### src/ypw_pkg.sv
// Shared widths, register codes and constants of the yaw PID controller.
package ypw_pkg;

  localparam int MEAS_W     = 15;
  localparam int SP_W       = 15;
  localparam int WRAP_W     = 14;
  localparam int GAIN_W     = 16;
  localparam int INTEG_W    = 32;
  localparam int LIM_W      = 15;
  localparam int ERR_W      = 18;
  localparam int DIFF_W     = 19;
  localparam int DRIVE_W    = 16;
  localparam int TDATA_W    = 16;
  localparam int CFG_IDX_W  = 3;
  localparam int CFG_DATA_W = 32;

  localparam int MCAND_W = 32;
  localparam int FRAC_W  = 8;
  localparam int PROD_W  = MCAND_W + GAIN_W - FRAC_W;
  localparam int MCNT_W  = $clog2(GAIN_W + 1);

  localparam logic [WRAP_W-1:0] WRAP_RESET  = 14'd11520;
  localparam logic [LIM_W-1:0]  LIMIT_RESET = 15'd32767;

  typedef enum logic [CFG_IDX_W-1:0] {
    REG_SET_POINT   = 3'd0,
    REG_WRAP_ANGLE  = 3'd1,
    REG_GAIN_P      = 3'd2,
    REG_GAIN_I      = 3'd3,
    REG_GAIN_D      = 3'd4,
    REG_INTEG_UPPER = 3'd5,
    REG_INTEG_LOWER = 3'd6,
    REG_DRIVE_LIMIT = 3'd7
  } cfg_reg_t;

endpackage

### src/ypw_serial_mul.sv
// Shift-add multiplier: signed multiplicand times unsigned Q8.8 gain, one gain bit per cycle.
module ypw_serial_mul import ypw_pkg::*; (
  input  logic                      clk,
  input  logic                      rst,
  input  logic                      start,
  input  logic signed [MCAND_W-1:0] mcand,
  input  logic        [GAIN_W-1:0]  gain,
  output logic                      done,
  output logic signed [PROD_W-1:0]  prod
);

  logic signed [MCAND_W:0]   hi;
  logic signed [MCAND_W:0]   hi_sum;
  logic        [GAIN_W-1:0]  lo;
  logic signed [MCAND_W-1:0] mc;
  logic        [MCNT_W-1:0]  cnt;
  logic [MCAND_W+GAIN_W:0]   full;

  assign hi_sum = lo[0] ? hi + {mc[MCAND_W-1], mc} : hi;
  assign full   = {hi, lo};
  assign prod   = signed'(full[MCAND_W+GAIN_W-1:FRAC_W]);

  always_ff @(posedge clk) begin
    if (rst) begin
      cnt  <= '0;
      done <= 1'b0;
    end else begin
      done <= !start && (cnt == MCNT_W'(1));
      if (start) begin
        hi  <= '0;
        lo  <= gain;
        mc  <= mcand;
        cnt <= MCNT_W'(GAIN_W);
      end else if (cnt != '0) begin
        hi   <= {hi_sum[MCAND_W], hi_sum[MCAND_W:1]};
        lo   <= {hi_sum[0], lo[GAIN_W-1:1]};
        cnt  <= cnt - 1'b1;
      end
    end
  end

  a_start_idle: assert property (@(posedge clk) disable iff (rst) start |-> cnt == '0)
    else $error("multiplier restarted while busy");

  a_done_after_last: assert property (@(posedge clk) disable iff (rst)
    done |-> cnt == '0 && $past(cnt) == MCNT_W'(1))
    else $error("multiplier done without finishing");

  a_cnt_bound: assert property (@(posedge clk) disable iff (rst) cnt <= MCNT_W'(GAIN_W))
    else $error("multiplier count beyond gain width");

endmodule

### src/ypw_serial_div.sv
// Restoring divider, one quotient bit per cycle, for the derivative mean.
module ypw_serial_div #(
  parameter int DW = 21,
  parameter int VW = 2
) (
  input  logic          clk,
  input  logic          rst,
  input  logic          start,
  input  logic [DW-1:0] dividend,
  input  logic [VW-1:0] divisor,
  output logic          valid,
  output logic [DW-1:0] quotient
);

  localparam int CNT_W = $clog2(DW + 1);

  logic [DW-1:0]    q;
  logic [VW-1:0]    rem;
  logic [VW-1:0]    dv;
  logic [CNT_W-1:0] cnt;
  logic [VW:0]      sh;
  logic [VW:0]      diff;
  logic             ge;

  assign sh       = {rem, q[DW-1]};
  assign ge       = sh >= {1'b0, dv};
  assign diff     = sh - {1'b0, dv};
  assign quotient = q;

  always_ff @(posedge clk) begin
    if (rst) begin
      cnt   <= '0;
      valid <= 1'b0;
    end else if (start) begin
      q     <= dividend;
      rem   <= '0;
      dv    <= divisor;
      cnt   <= CNT_W'(DW);
      valid <= 1'b0;
    end else if (cnt != '0) begin
      rem <= ge ? diff[VW-1:0] : sh[VW-1:0];
      q   <= {q[DW-2:0], ge};
      cnt <= cnt - 1'b1;
      if (cnt == CNT_W'(1)) begin
        valid <= 1'b1;
      end
    end
  end

endmodule

### src/yaw_pid_with_wrap_core.sv
// Top level of the yaw PID controller with angle wrap: sequencer, state and ports.
//
//   channel  | direction | handshake              | payload
//   s_axis   | in        | s_axis_tvalid/tready   | tdata[14:0] measured_angle
//   m_axis   | out       | m_axis_tvalid/tready   | tdata[15:0] drive
//   cfg      | in        | cfg_valid/cfg_ready    | cfg_index, cfg_data
//
// The next request can be taken in the cycle after the drive value is loaded.
// The three gain products share one shift-add multiplier, one after another; the
// derivative mean divider runs alongside the first two of them.
// A new request is taken once the sequencer is back to idle; a held result in
// the output register only stalls the final load. Reset is synchronous and
// needs no clearing pass. cfg_ready is always high.
module yaw_pid_with_wrap_core import ypw_pkg::*; #(
  parameter int HISTORY_DEPTH = 3
) (
  input  logic                  clk,
  input  logic                  rst,
  input  logic                  s_axis_tvalid,
  output logic                  s_axis_tready,
  input  logic [TDATA_W-1:0]    s_axis_tdata,   // [14:0] measured_angle, [15] zero
  output logic                  m_axis_tvalid,
  input  logic                  m_axis_tready,
  output logic [TDATA_W-1:0]    m_axis_tdata,   // [15:0] drive
  input  logic                  cfg_valid,
  output logic                  cfg_ready,
  input  logic [CFG_IDX_W-1:0]  cfg_index,
  input  logic [CFG_DATA_W-1:0] cfg_data
);

  localparam int CW   = $clog2(HISTORY_DEPTH + 1);
  localparam int SUMW = DIFF_W + $clog2(HISTORY_DEPTH);
  localparam logic [CW-1:0] FILL_MAX = CW'(HISTORY_DEPTH);

  typedef enum logic [11:0] {
    ST_IDLE  = 12'b0000_0000_0001,
    ST_ERR   = 12'b0000_0000_0010,
    ST_FOLD  = 12'b0000_0000_0100,
    ST_HIST  = 12'b0000_0000_1000,
    ST_INTEG = 12'b0000_0001_0000,
    ST_DIVGO = 12'b0000_0010_0000,
    ST_MULP  = 12'b0000_0100_0000,
    ST_MULI  = 12'b0000_1000_0000,
    ST_MULDW = 12'b0001_0000_0000,
    ST_MULD  = 12'b0010_0000_0000,
    ST_ADD   = 12'b0100_0000_0000,
    ST_CLAMP = 12'b1000_0000_0000
  } state_t;

  state_t state, state_next;

  logic signed [SP_W-1:0]    target_angle;
  logic        [WRAP_W-1:0]  wrap_angle;
  logic        [GAIN_W-1:0]  gain_p;
  logic        [GAIN_W-1:0]  gain_i;
  logic        [GAIN_W-1:0]  gain_d;
  logic signed [INTEG_W-1:0] integ_upper;
  logic signed [INTEG_W-1:0] integ_lower;
  logic        [LIM_W-1:0]   drive_limit;

  logic signed [INTEG_W-1:0] accum;
  logic signed [ERR_W-1:0]   prev_err;
  logic signed [DIFF_W-1:0]  hist [HISTORY_DEPTH];
  logic        [CW-1:0]      fill;

  logic signed [MEAS_W-1:0]  meas;
  logic signed [ERR_W-1:0]   err;
  logic                      wrapf;
  logic signed [INTEG_W:0]   acc_raw;
  logic signed [SUMW-1:0]    sum;
  logic signed [DRIVE_W-1:0] pterm;
  logic signed [PROD_W-1:0]  ival;
  logic signed [PROD_W:0]    s1;
  logic signed [PROD_W+1:0]  total;
  logic signed [DRIVE_W-1:0] drive;

  logic signed [ERR_W-1:0]   err0;
  logic signed [ERR_W-1:0]   wrap_s;
  logic signed [ERR_W-1:0]   two_w;
  logic signed [ERR_W-1:0]   meas_adj;
  logic signed [DIFF_W-1:0]  diff;
  logic signed [INTEG_W:0]   upper_x;
  logic signed [INTEG_W:0]   lower_x;
  logic signed [INTEG_W-1:0] acc_clamped;
  logic signed [SUMW-1:0]    sum_c;
  logic        [SUMW-1:0]    sum_mag;
  logic        [SUMW-1:0]    quot;
  logic signed [SUMW-1:0]    mean;
  logic signed [PROD_W-1:0]  plim;
  logic signed [DRIVE_W-1:0] pterm_next;
  logic signed [PROD_W+1:0]  tlim;
  logic signed [DRIVE_W-1:0] drive_next;

  logic                      mul_start;
  logic signed [MCAND_W-1:0] mul_mcand;
  logic        [GAIN_W-1:0]  mul_gain;
  logic                      mul_done;
  logic signed [PROD_W-1:0]  mul_prod;
  logic                      div_valid;
  logic                      in_req;
  logic                      out_load;

  assign s_axis_tready = (state == ST_IDLE);
  assign cfg_ready     = 1'b1;
  assign in_req        = s_axis_tvalid && s_axis_tready;
  assign out_load      = (state == ST_CLAMP) && (!m_axis_tvalid || m_axis_tready);
  assign m_axis_tdata  = drive;

  // error and wrap fold
  assign err0     = ERR_W'(target_angle) - ERR_W'(meas);
  assign wrap_s   = signed'(ERR_W'(wrap_angle));
  assign two_w    = signed'(ERR_W'({wrap_angle, 1'b0}));
  assign meas_adj = (meas > 0) ? ERR_W'(meas) - two_w : ERR_W'(meas) + two_w;
  assign diff     = DIFF_W'(err) - DIFF_W'(prev_err);

  // integrator clamp
  assign upper_x = (INTEG_W + 1)'(integ_upper);
  assign lower_x = (INTEG_W + 1)'(integ_lower);
  always_comb begin
    if (acc_raw > upper_x) begin
      acc_clamped = integ_upper;
    end else if (acc_raw < lower_x) begin
      acc_clamped = integ_lower;
    end else begin
      acc_clamped = acc_raw[INTEG_W-1:0];
    end
  end

  always_comb begin
    sum_c = '0;
    for (int i = 0; i < HISTORY_DEPTH; i++) begin
      if ((CW + 1)'(i) < {1'b0, fill}) begin
        sum_c = sum_c + SUMW'(hist[i]);
      end
    end
  end

  assign sum_mag = sum[SUMW-1] ? -sum : sum;
  assign mean    = sum[SUMW-1] ? signed'(-quot) : signed'(quot);

  // P term clamp
  assign plim = signed'(PROD_W'({1'b0, drive_limit}));
  always_comb begin
    if (mul_prod > plim) begin
      pterm_next = DRIVE_W'(plim);
    end else if (mul_prod < -plim) begin
      pterm_next = DRIVE_W'(-plim);
    end else begin
      pterm_next = DRIVE_W'(mul_prod);
    end
  end

  // output clamp
  assign tlim = signed'((PROD_W + 2)'({1'b0, drive_limit}));
  always_comb begin
    if (total > tlim) begin
      drive_next = DRIVE_W'(tlim);
    end else if (total < -tlim) begin
      drive_next = DRIVE_W'(-tlim);
    end else begin
      drive_next = DRIVE_W'(total);
    end
  end

  // shared multiplier operands
  always_comb begin
    case (state)
      ST_HIST: begin
        mul_mcand = MCAND_W'(err);
        mul_gain  = gain_p;
      end
      ST_MULP: begin
        mul_mcand = MCAND_W'(accum);
        mul_gain  = gain_i;
      end
      default: begin
        mul_mcand = MCAND_W'(mean);
        mul_gain  = gain_d;
      end
    endcase
  end

  assign mul_start = (state == ST_HIST) || (state == ST_MULP && mul_done) ||
                     (state == ST_MULDW && div_valid);

  always_comb begin
    state_next = state;
    case (state)
      ST_IDLE:  if (in_req) state_next = ST_ERR;
      ST_ERR:   state_next = ST_FOLD;
      ST_FOLD:  state_next = ST_HIST;
      ST_HIST:  state_next = ST_INTEG;
      ST_INTEG: state_next = ST_DIVGO;
      ST_DIVGO: state_next = ST_MULP;
      ST_MULP:  if (mul_done) state_next = ST_MULI;
      ST_MULI:  if (mul_done) state_next = ST_MULDW;
      ST_MULDW: if (div_valid) state_next = ST_MULD;
      ST_MULD:  if (mul_done) state_next = ST_ADD;
      ST_ADD:   state_next = ST_CLAMP;
      ST_CLAMP: if (out_load) state_next = ST_IDLE;
      default:  state_next = ST_IDLE;
    endcase
  end

  ypw_serial_mul u_mul (
    .clk   (clk),
    .rst   (rst),
    .start (mul_start),
    .mcand (mul_mcand),
    .gain  (mul_gain),
    .done  (mul_done),
    .prod  (mul_prod)
  );

  ypw_serial_div #(
    .DW (SUMW),
    .VW (CW)
  ) u_div (
    .clk      (clk),
    .rst      (rst),
    .start    (state == ST_DIVGO),
    .dividend (sum_mag),
    .divisor  (fill),
    .valid    (div_valid),
    .quotient (quot)
  );

  // sequencer, controller state and configuration
  always_ff @(posedge clk) begin
    if (rst) begin
      state         <= ST_IDLE;
      m_axis_tvalid <= 1'b0;
      target_angle  <= '0;
      wrap_angle    <= WRAP_RESET;
      gain_p        <= '0;
      gain_i        <= '0;
      gain_d        <= '0;
      integ_upper   <= '0;
      integ_lower   <= '0;
      drive_limit   <= LIMIT_RESET;
      accum         <= '0;
      prev_err      <= '0;
      fill          <= '0;
      for (int i = 0; i < HISTORY_DEPTH; i++) begin
        hist[i] <= '0;
      end
    end else begin
      state <= state_next;
      if (out_load) begin
        m_axis_tvalid <= 1'b1;
        drive         <= drive_next;
      end else if (m_axis_tvalid && m_axis_tready) begin
        m_axis_tvalid <= 1'b0;
      end
      case (state)
        ST_IDLE: begin
          if (in_req) begin
            meas <= signed'(s_axis_tdata[MEAS_W-1:0]);
          end
        end
        ST_ERR: begin
          err   <= err0;
          wrapf <= (err0 > wrap_s) || (err0 < -wrap_s);
        end
        ST_FOLD: begin
          if (wrapf) begin
            err <= ERR_W'(target_angle) - meas_adj;
          end
        end
        ST_HIST: begin
          for (int i = HISTORY_DEPTH - 1; i > 0; i--) begin
            hist[i] <= hist[i-1];
          end
          hist[0]  <= diff;
          prev_err <= err;
          acc_raw  <= (INTEG_W + 1)'(accum) + (INTEG_W + 1)'(err);
          if (fill != FILL_MAX) begin
            fill <= fill + 1'b1;
          end
        end
        ST_INTEG: begin
          accum <= acc_clamped;
          sum   <= sum_c;
        end
        ST_MULP: begin
          if (mul_done) begin
            pterm <= pterm_next;
          end
        end
        ST_MULI: begin
          if (mul_done) begin
            ival <= mul_prod;
          end
        end
        ST_MULD: begin
          if (mul_done) begin
            s1 <= (PROD_W + 1)'(ival) + (PROD_W + 1)'(mul_prod);
          end
        end
        ST_ADD: begin
          total <= (PROD_W + 2)'(s1) + (PROD_W + 2)'(pterm);
        end
        default: begin
        end
      endcase
      if (cfg_valid && cfg_ready) begin
        case (cfg_reg_t'(cfg_index))
          REG_SET_POINT: begin
            target_angle <= signed'(cfg_data[SP_W-1:0]);
            accum        <= '0;
            prev_err     <= '0;
            fill         <= '0;
            for (int i = 0; i < HISTORY_DEPTH; i++) begin
              hist[i] <= '0;
            end
          end
          REG_WRAP_ANGLE:  wrap_angle  <= cfg_data[WRAP_W-1:0];
          REG_GAIN_P:      gain_p      <= cfg_data[GAIN_W-1:0];
          REG_GAIN_I:      gain_i      <= cfg_data[GAIN_W-1:0];
          REG_GAIN_D:      gain_d      <= cfg_data[GAIN_W-1:0];
          REG_INTEG_UPPER: integ_upper <= signed'(cfg_data[INTEG_W-1:0]);
          REG_INTEG_LOWER: integ_lower <= signed'(cfg_data[INTEG_W-1:0]);
          REG_DRIVE_LIMIT: drive_limit <= cfg_data[LIM_W-1:0];
          default: begin
          end
        endcase
      end
    end
  end

  a_fill_bound: assert property (@(posedge clk) disable iff (rst) fill <= FILL_MAX)
    else $error("history fill beyond depth");

  a_req_starts: assert property (@(posedge clk) disable iff (rst)
    s_axis_tvalid && s_axis_tready |=> state == ST_ERR)
    else $error("accepted request did not start the sequencer");

  a_integ_bound: assert property (@(posedge clk) disable iff (rst)
    state == ST_INTEG && !cfg_valid && integ_lower <= integ_upper
    |=> accum <= integ_upper && accum >= integ_lower)
    else $error("integrator outside its limits");

  a_load_free: assert property (@(posedge clk) disable iff (rst)
    out_load |=> m_axis_tvalid && state == ST_IDLE)
    else $error("result load lost");

endmodule
### config.mk
export PLATFORM = sky130hd
export DESIGN_NAME = yaw_pid_with_wrap_core
export DESIGN_NICKNAME = d
export VERILOG_FILES = /design/src/ypw_pkg.sv /design/src/ypw_serial_mul.sv /design/src/ypw_serial_div.sv /design/src/yaw_pid_with_wrap_core.sv
export SDC_FILE = /design/constraint.sdc
export NUM_CORES = 2
export LEC_CHECK = 0
export ABC_AREA = 1
export BUFFER_PORTS_ARGS = -buffer_cell sky130_fd_sc_hd__buf_4
export CORE_MARGIN = 8
export CORE_UTILIZATION = 51
export CTS_CLUSTER_DIAMETER = 150
export DETAILED_ROUTE_END_ITERATION = 10
export PLACE_DENSITY = 0.7
export SYNTH_ARGS = -nofsm -noshare
export SYNTH_HDL_FRONTEND = slang
export SYNTH_HIERARCHICAL = 1
export SYNTH_SLANG_ARGS = --single-unit
### constraint.sdc
create_clock -name clk -period 8.9 [get_ports clk]
set_clock_uncertainty 0.2 [all_clocks]
set_input_delay 0.445 -clock clk [delete_from_list [all_inputs] [get_ports clk]]
set_output_delay 0.445 -clock clk [all_outputs]
set_load 0.02 [all_outputs]
* Yosys cells after proc, flatten, opt, wreduce, memory -nomap -nowiden
Memory sizes are Yosys's and may differ from the RTL's.
Cells that the tools add are included.
** Cells by class
- $add $sub $neg :: 20
- Magnitude comparators :: 13
- Eq/ne operators :: 29
- Mux-type cells :: 62
- Bitwise logic cells :: 7
- Reduce and logical (&&, ||, !) cells :: 45
** Operators with widths (count)
- 2-to-1 mux 32 bit :: 5
- 2-to-1 mux 21 bit :: 7
- case mux 12 bit (12 select lines) :: 1
- 2-to-1 mux 19 bit :: 6
- 2-to-1 mux 18 bit :: 5
- 2-to-1 mux 12 bit :: 6
- 2-to-1 mux 33 bit :: 2
- 2-to-1 mux 16 bit :: 4
- case mux 32 bit (2 select lines) :: 1
- adder 21 x 19 -> 21 bit :: 2
- adder 41 x 16 -> 42 bit :: 1
- > comparator 42 x 16 -> 1 bit :: 1
- less-than comparator 42 bit :: 1
- negator 15 -> 42 bit :: 1
- negator 21 bit :: 2
- adder 40 x 40 -> 41 bit :: 1
- > comparator 40 x 16 -> 1 bit :: 1
- less-than comparator 40 bit :: 1
- negator 15 -> 40 bit :: 1
- case mux 18 bit (2 select lines) :: 1
- AND reduction 2 bit :: 18
- adder 32 x 18 -> 33 bit :: 1
- adder 33 bit :: 1
- > comparator 33 x 32 -> 1 bit :: 1
- other kinds (50) :: 105
** Word-level totals
- Register bits after elaboration :: 582
- Memory bits (writable) :: 57
- Bits of input ports :: 56
- Output and inout bits :: 19
- Memories :: 1
** Memories
- hist :: depth 3, bits a word 19, rd ports 3, clocked after Yosys merged registers in 0, write ports 3, RTL line yaw_pid_with_wrap_core.sv:63 : logic signed [DIFF_W-1:0] hist [HISTORY_DEPTH];

* Depth between registers and ports, before layout
- Depth in word-level cells :: 6
- Mapped depth :: 28
- Depth with buffers taken out :: 28

* Hierarchy
The synthesis kept the hierarchy.
** By module, submodules not included
- yaw_pid_with_wrap_core :: instances 1, cells each 5211, area each 39276.4 um2, seq. area each 13432.9 um2
- ypw_serial_mul :: instances 1, cells each 764, area each 5790.6 um2, seq. area each 2522.4 um2
- ypw_serial_div :: instances 1, cells each 158, area each 1481.4 um2, seq. area each 870.8 um2

* Least setup slack after synthesis
No wires, ideal clock.
- Path type :: flip-flop to flip-flop
- Start point :: register state[10]
- End point :: register u_mul.hi[0], enable pin
- Setup time :: 0.470 ns
- Arrival :: 4.222 ns
- Required time :: 8.230 ns
- Setup slack :: 4.008 ns
- Stages on the path, launching flop included :: 11
- Path buffers :: 3
- Clock period less this slack :: 4.892 ns
- Cells stage by stage :: dfxtp_1 -> nor2_1 -> nand2_1 -> nor2_2 -> nand2_2 -> clkbuf_1 -> o211ai_1 -> clkbuf_1 -> inv_1 -> clkbuf_1 -> a21oi_1
** Between the ends
- Cells in the longest elaborated chain, start to end :: 6
- Elaborated cells between the ends (all ways) :: 9
- Those cells by class :: eq/ne (3); reduce/logical (6)
** RTL lines
- start, declared :: RTL line yaw_pid_with_wrap_core.sv:50 : state_t state, state_next;
- start signal, assigned :: RTL line yaw_pid_with_wrap_core.sv:248 : state <= state_next;
- == test 12 x 7 -> 1 bit :: RTL line yaw_pid_with_wrap_core.sv:183 : assign mul_start = (state == ST_HIST) || (state == ST_MULP && mul_done) ||
- logical AND 1 bit :: RTL line yaw_pid_with_wrap_core.sv:183
- logical OR 1 bit :: RTL line yaw_pid_with_wrap_core.sv:183
- logical OR 1 bit * :: RTL line yaw_pid_with_wrap_core.sv:183
- net mul_start :: RTL line yaw_pid_with_wrap_core.sv:94 : logic mul_start;
- nonzero test 2 bit (no source line) *
- AND reduction 2 bit (no source line) *
- end signal, assigned :: RTL line ypw_serial_mul.sv:35 : hi <= {hi_sum[MCAND_W], hi_sum[MCAND_W:1]};
- end, declared :: RTL line ypw_serial_mul.sv:12 : logic signed [MCAND_W:0] hi;
The timed path passes the listed nets; every way through them passes the cells marked *.
A chain may end at the register's enable or synchronous reset.

* Worst setup path after layout
- Start point :: register meas[1]
- End point :: register err[16], data pin
** Between the ends
- Cells in the longest elaborated chain, start to end :: 5
- Elaborated cells between the ends (all ways) :: 8
- Those cells by class :: add/sub (4); order compare (1); mux (3)
** RTL lines
- start, declared :: RTL line yaw_pid_with_wrap_core.sv:66 : logic signed [MEAS_W-1:0] meas;
- start signal, assigned :: RTL line yaw_pid_with_wrap_core.sv:258 : meas <= signed'(s_axis_tdata[MEAS_W-1:0]);
- adder 15 x 16 -> 17 bit (tied with other cells) :: RTL line yaw_pid_with_wrap_core.sv:113 : assign meas_adj = (meas > 0) ? ERR_W'(meas) - two_w : ERR_W'(meas) + two_w;
- 2-to-1 mux 18 bit :: RTL line yaw_pid_with_wrap_core.sv:113
- subtractor 15 x 18 -> 18 bit :: RTL line yaw_pid_with_wrap_core.sv:267 : err <= ERR_W'(target_angle) - meas_adj;
- 2-to-1 mux 18 bit :: RTL line yaw_pid_with_wrap_core.sv:266 : if (wrapf) begin
- case mux 18 bit (2 select lines) * :: RTL line yaw_pid_with_wrap_core.sv:255 : case (state)
- end signal, assigned :: RTL line yaw_pid_with_wrap_core.sv:262 : err <= err0;
- end signal, assigned :: RTL line yaw_pid_with_wrap_core.sv:267
- end, declared :: RTL line yaw_pid_with_wrap_core.sv:67 : logic signed [ERR_W-1:0] err;
Mark *: on every way between the ends. The rest lies on a longest branch, timed or not. The select of a mux whose other input is x is not followed.

==> run metrics <==
die area 101000 um^2; worst-path maximum fanout 24; Post-CTS Resized 0; DP Wirelength 110000 um; critical path capture point type flop; placed cells 7270; cell family with most CP delay simple AND/OR/NAND/NOR gates; final setup fails 0; Detailed Route WL 142000 um; CP Cell Sequence nor4_1 -> nand4_1 -> nand2_1 -> nand2_1 -> o21ai_0 -> inv_1 -> fa_1 -> o21ai_0 -> and3_1 -> a211o_1 -> nand2_1 -> nand2_1 -> nand2_1 -> nand2_1 -> o211ai_1 -> ha_1 -> inv_1 -> nor3_1 -> nand2_1 -> o21ai_0 -> a21oi_1 -> o21ai_0 -> nand2_1; CP required between 9 and 10 ns; Startpoint Class flop; Slew Viols, Final 0; DR vias/cell 5.61; flip-flop and latch area 16800 um^2; slew margin rel. 17.9%; number of DRC markers in iteration 0 3645; Total Power Consumption approximately 11 mW; die extent in x 318 um; Syn. warnings 6; Final TNS setup 0 ns; worst-skew pair later-pin latency 0.66 ns; antenna-violating nets left 0; max incr delay on CP around 0.6 ns; Post-layout nets 6741; die height 318 um; site row count 111; Yosys cell types 67; Synth Register Bits 638; TritonCTS clock tree built; Pre-antenna DRT Iters 6; io pins 75; CTS root buf clkbuf_16; CTS Buffer Depth 3; WP buf/inv 2; RSZ-0062 raised after global routing false; minimum clock period 5.73 ns; antenna fix cells 0; worst hold path type input pin to flop; vias in the first global route about 40000; Max-Cap Viols 0; Slew @ Worst Pin between 1 and 1.5 ns; Starting Density about half; LEAKAGE about 23 nW; WHS 0.133 ns; Max stage delay cell, worst path nand2_1; Post-Layout Cell Count ~7500; Final WS setup 3.17 ns; crit path DAT slightly below 6 ns; syn_nets roughly 6700; gp weighted congestion between 0.9 and 1; CORE AREA 91100 um^2; asr flop ratio synth 0%; sequential share of the synthesized area 36.1%; drc violations 0; total number of vias 41826; Clock Sinks 638; Buffers on Ports 72; area delta synth->final 9.89%; share of cells above drive strength 1 6.35%; worst vdd ir roughly 0.19 mV; Top FF cell, synth edfxtp_1; Multi-input gate area about 26000 um^2; Avg Inst Size Synth 7.59 um^2; CTS buffer count 75; Most common cell on crit path nand2_1; outcome complete, no violations; gr usage total 27.3%; Tcrit/Tclk final 64.4%; initial antenna violation count 4; dominant cells by area after synthesis edfxtp_1 26%, ha_1 12%, nand2_1 11%; Synth top area share 26.1%; pre-CTS setup slack 3.34 ns; Synth Cell Area 46500 um^2; gr ovfl total 0; maximum clock rate roughly 0.17 GHz; Mapped Cells 6133; Fin. Hold Viols 0; Worst-path clk slew about 0.06 ns; Cell Pwr Density 208 nW/um^2; H-tree Lvls 3; Post-synth EDFFs 405; Avg WL per Cell 19.1 um; FILL cells 8543; largest net degree at the start of global routing 134; type of the worst setup path flop to flop; Yosys top cell by area edfxtp_1; first-pass GRT wire length 222000 um
synth_stat cells, drive strengths merged (2+ instances only):
cell type and instances:
nand2 1406, inv 776, nor2 680, a21oi 521, ha 464, o21ai 415
edfxtp 405, nand3 395, dfxtp 233, xor2 155, clkbuf 91, nor3 85
buf 67, nand4 63, xnor2 63, a21o 41, o211ai 33, o21bai 30
nor4 25, o22ai 25, a31oi 24, or2 18, a21boi 16, o21a 13
o221ai 13, fa 10, nand3b 9, and2 7, and3 7, o31ai 7
nor3b 6, o2111ai 6, a211oi 5, a221oi 5, clkinv 5, o211a 2
final timing paths:
path,to,slack (ns),from,depth (start not counted)
worst min-delay path,integ_lower[0],0.13,cfg_index[0],6
worst max-delay path,err[16],3.17,meas[1],23
worst max register to register,err[16],3.17,meas[1],23
worst min register to register,u_div/cnt[1],0.28,u_div/cnt[1],2
final cells by class:
class | count | area share [%]
tap | 1186 | 2.90
inverter | 781 | 5.74
sequential | 638 | 32.9
clock buffer | 100 | 4.18
clock inverter | 37 | 0.812
timing repair buffer | 159 | 2.58
multi-input combinational | 4556 | 50.9
metal layers:
metal,vias to the layer above,share of wire [%],track usage [%]
li1,20720,-,-
met5,-,0,0
met3,298,6.3,3.69
met4,0,3.7,9.64
met1,19417,43,35.1
met2,1391,47,47.1
per-stage QoR:
step	area, um^2	utilization (%)
6_report	51200	56.1
5_1_grt	51200	56.1
4_1_cts	51200	56.1
3_5_place_dp	48100	52.8
3_3_place_gp	48100	52.8
2_1_floorplan	46500	-
sequential cells by signal, indices dropped and copies added (netlist names), 21 cells and up:
register,cells
hist,57
total,42
s1,41
ival,40
acc_raw,33
accum,32
integ_lower,32
integ_upper,32
u_mul/hi,32
u_mul/mc,32
sum,21
u_div/quotient,21
worst min-delay path: stages:
cell and delay [ns]:
buf_4 0.09, inv_1 0.04, nand2_1 0.07, nor2_1 0.09
o21ai_0 0.15, nor2_1 0.05
power by group:
part	switching (mW)	total, mW	internal [mW]
logic	2.29	3.48	1.19
registers	0.374	3.95	3.58
clock network	1.31	3.21	1.90
total	3.98	10.6	6.67
logic make-up (layout without fill, tap and decap cells):
| logic type | after synthesis | in the layout | share of synthesized area, % |
|---|---|---|---|
| AND/OR/NAND/NOR | 2701 | 2701 | 24.8 |
| AO/OA/AOI/OAI | 1162 | 1162 | 14.0 |
| buffers and inverters | 939 | 1077 | 8.06 |
| flip-flops | 638 | 638 | 36.1 |
| adder cells (fa/ha/maj) | 474 | 474 | 12.9 |
| XOR/XNOR | 218 | 218 | 4.12 |
| other | 1 | 1 | 0.00806 |
cells in the final DEF (no fill, tap or decap), drive strengths merged, types with 2 or more instances in the layout:
master and n:
a211oi 5, xnor2 63, a31oi 24, and3 7, a21boi 16, edfxtp 405
o2111ai 6, nand2 1406, nand4 63, o221ai 13, a221oi 5, clkbuf 100
nor3b 6, dfxtp 233, o21bai 30, o211a 2, dlygate4sd3 50, buf 109
nor3 85, a21o 41, ha 464, a21oi 521, xor2 155, nor4 25
o21ai 415, and2 7, o21a 13, bufinv 7, o22ai 25, clkinv 29
nand3b 9, o211ai 33, clkinvlp 3, nand3 395, fa 10, o31ai 7
nor2 680, or2 18, inv 779
timing repair:
action / CTS / global route
hold buffers: 50 / 0
buffers inserted: 0 / 0
hold endpoints to repair: 127 / 0
No activity file was read; power rests on OpenSTA's default activity.
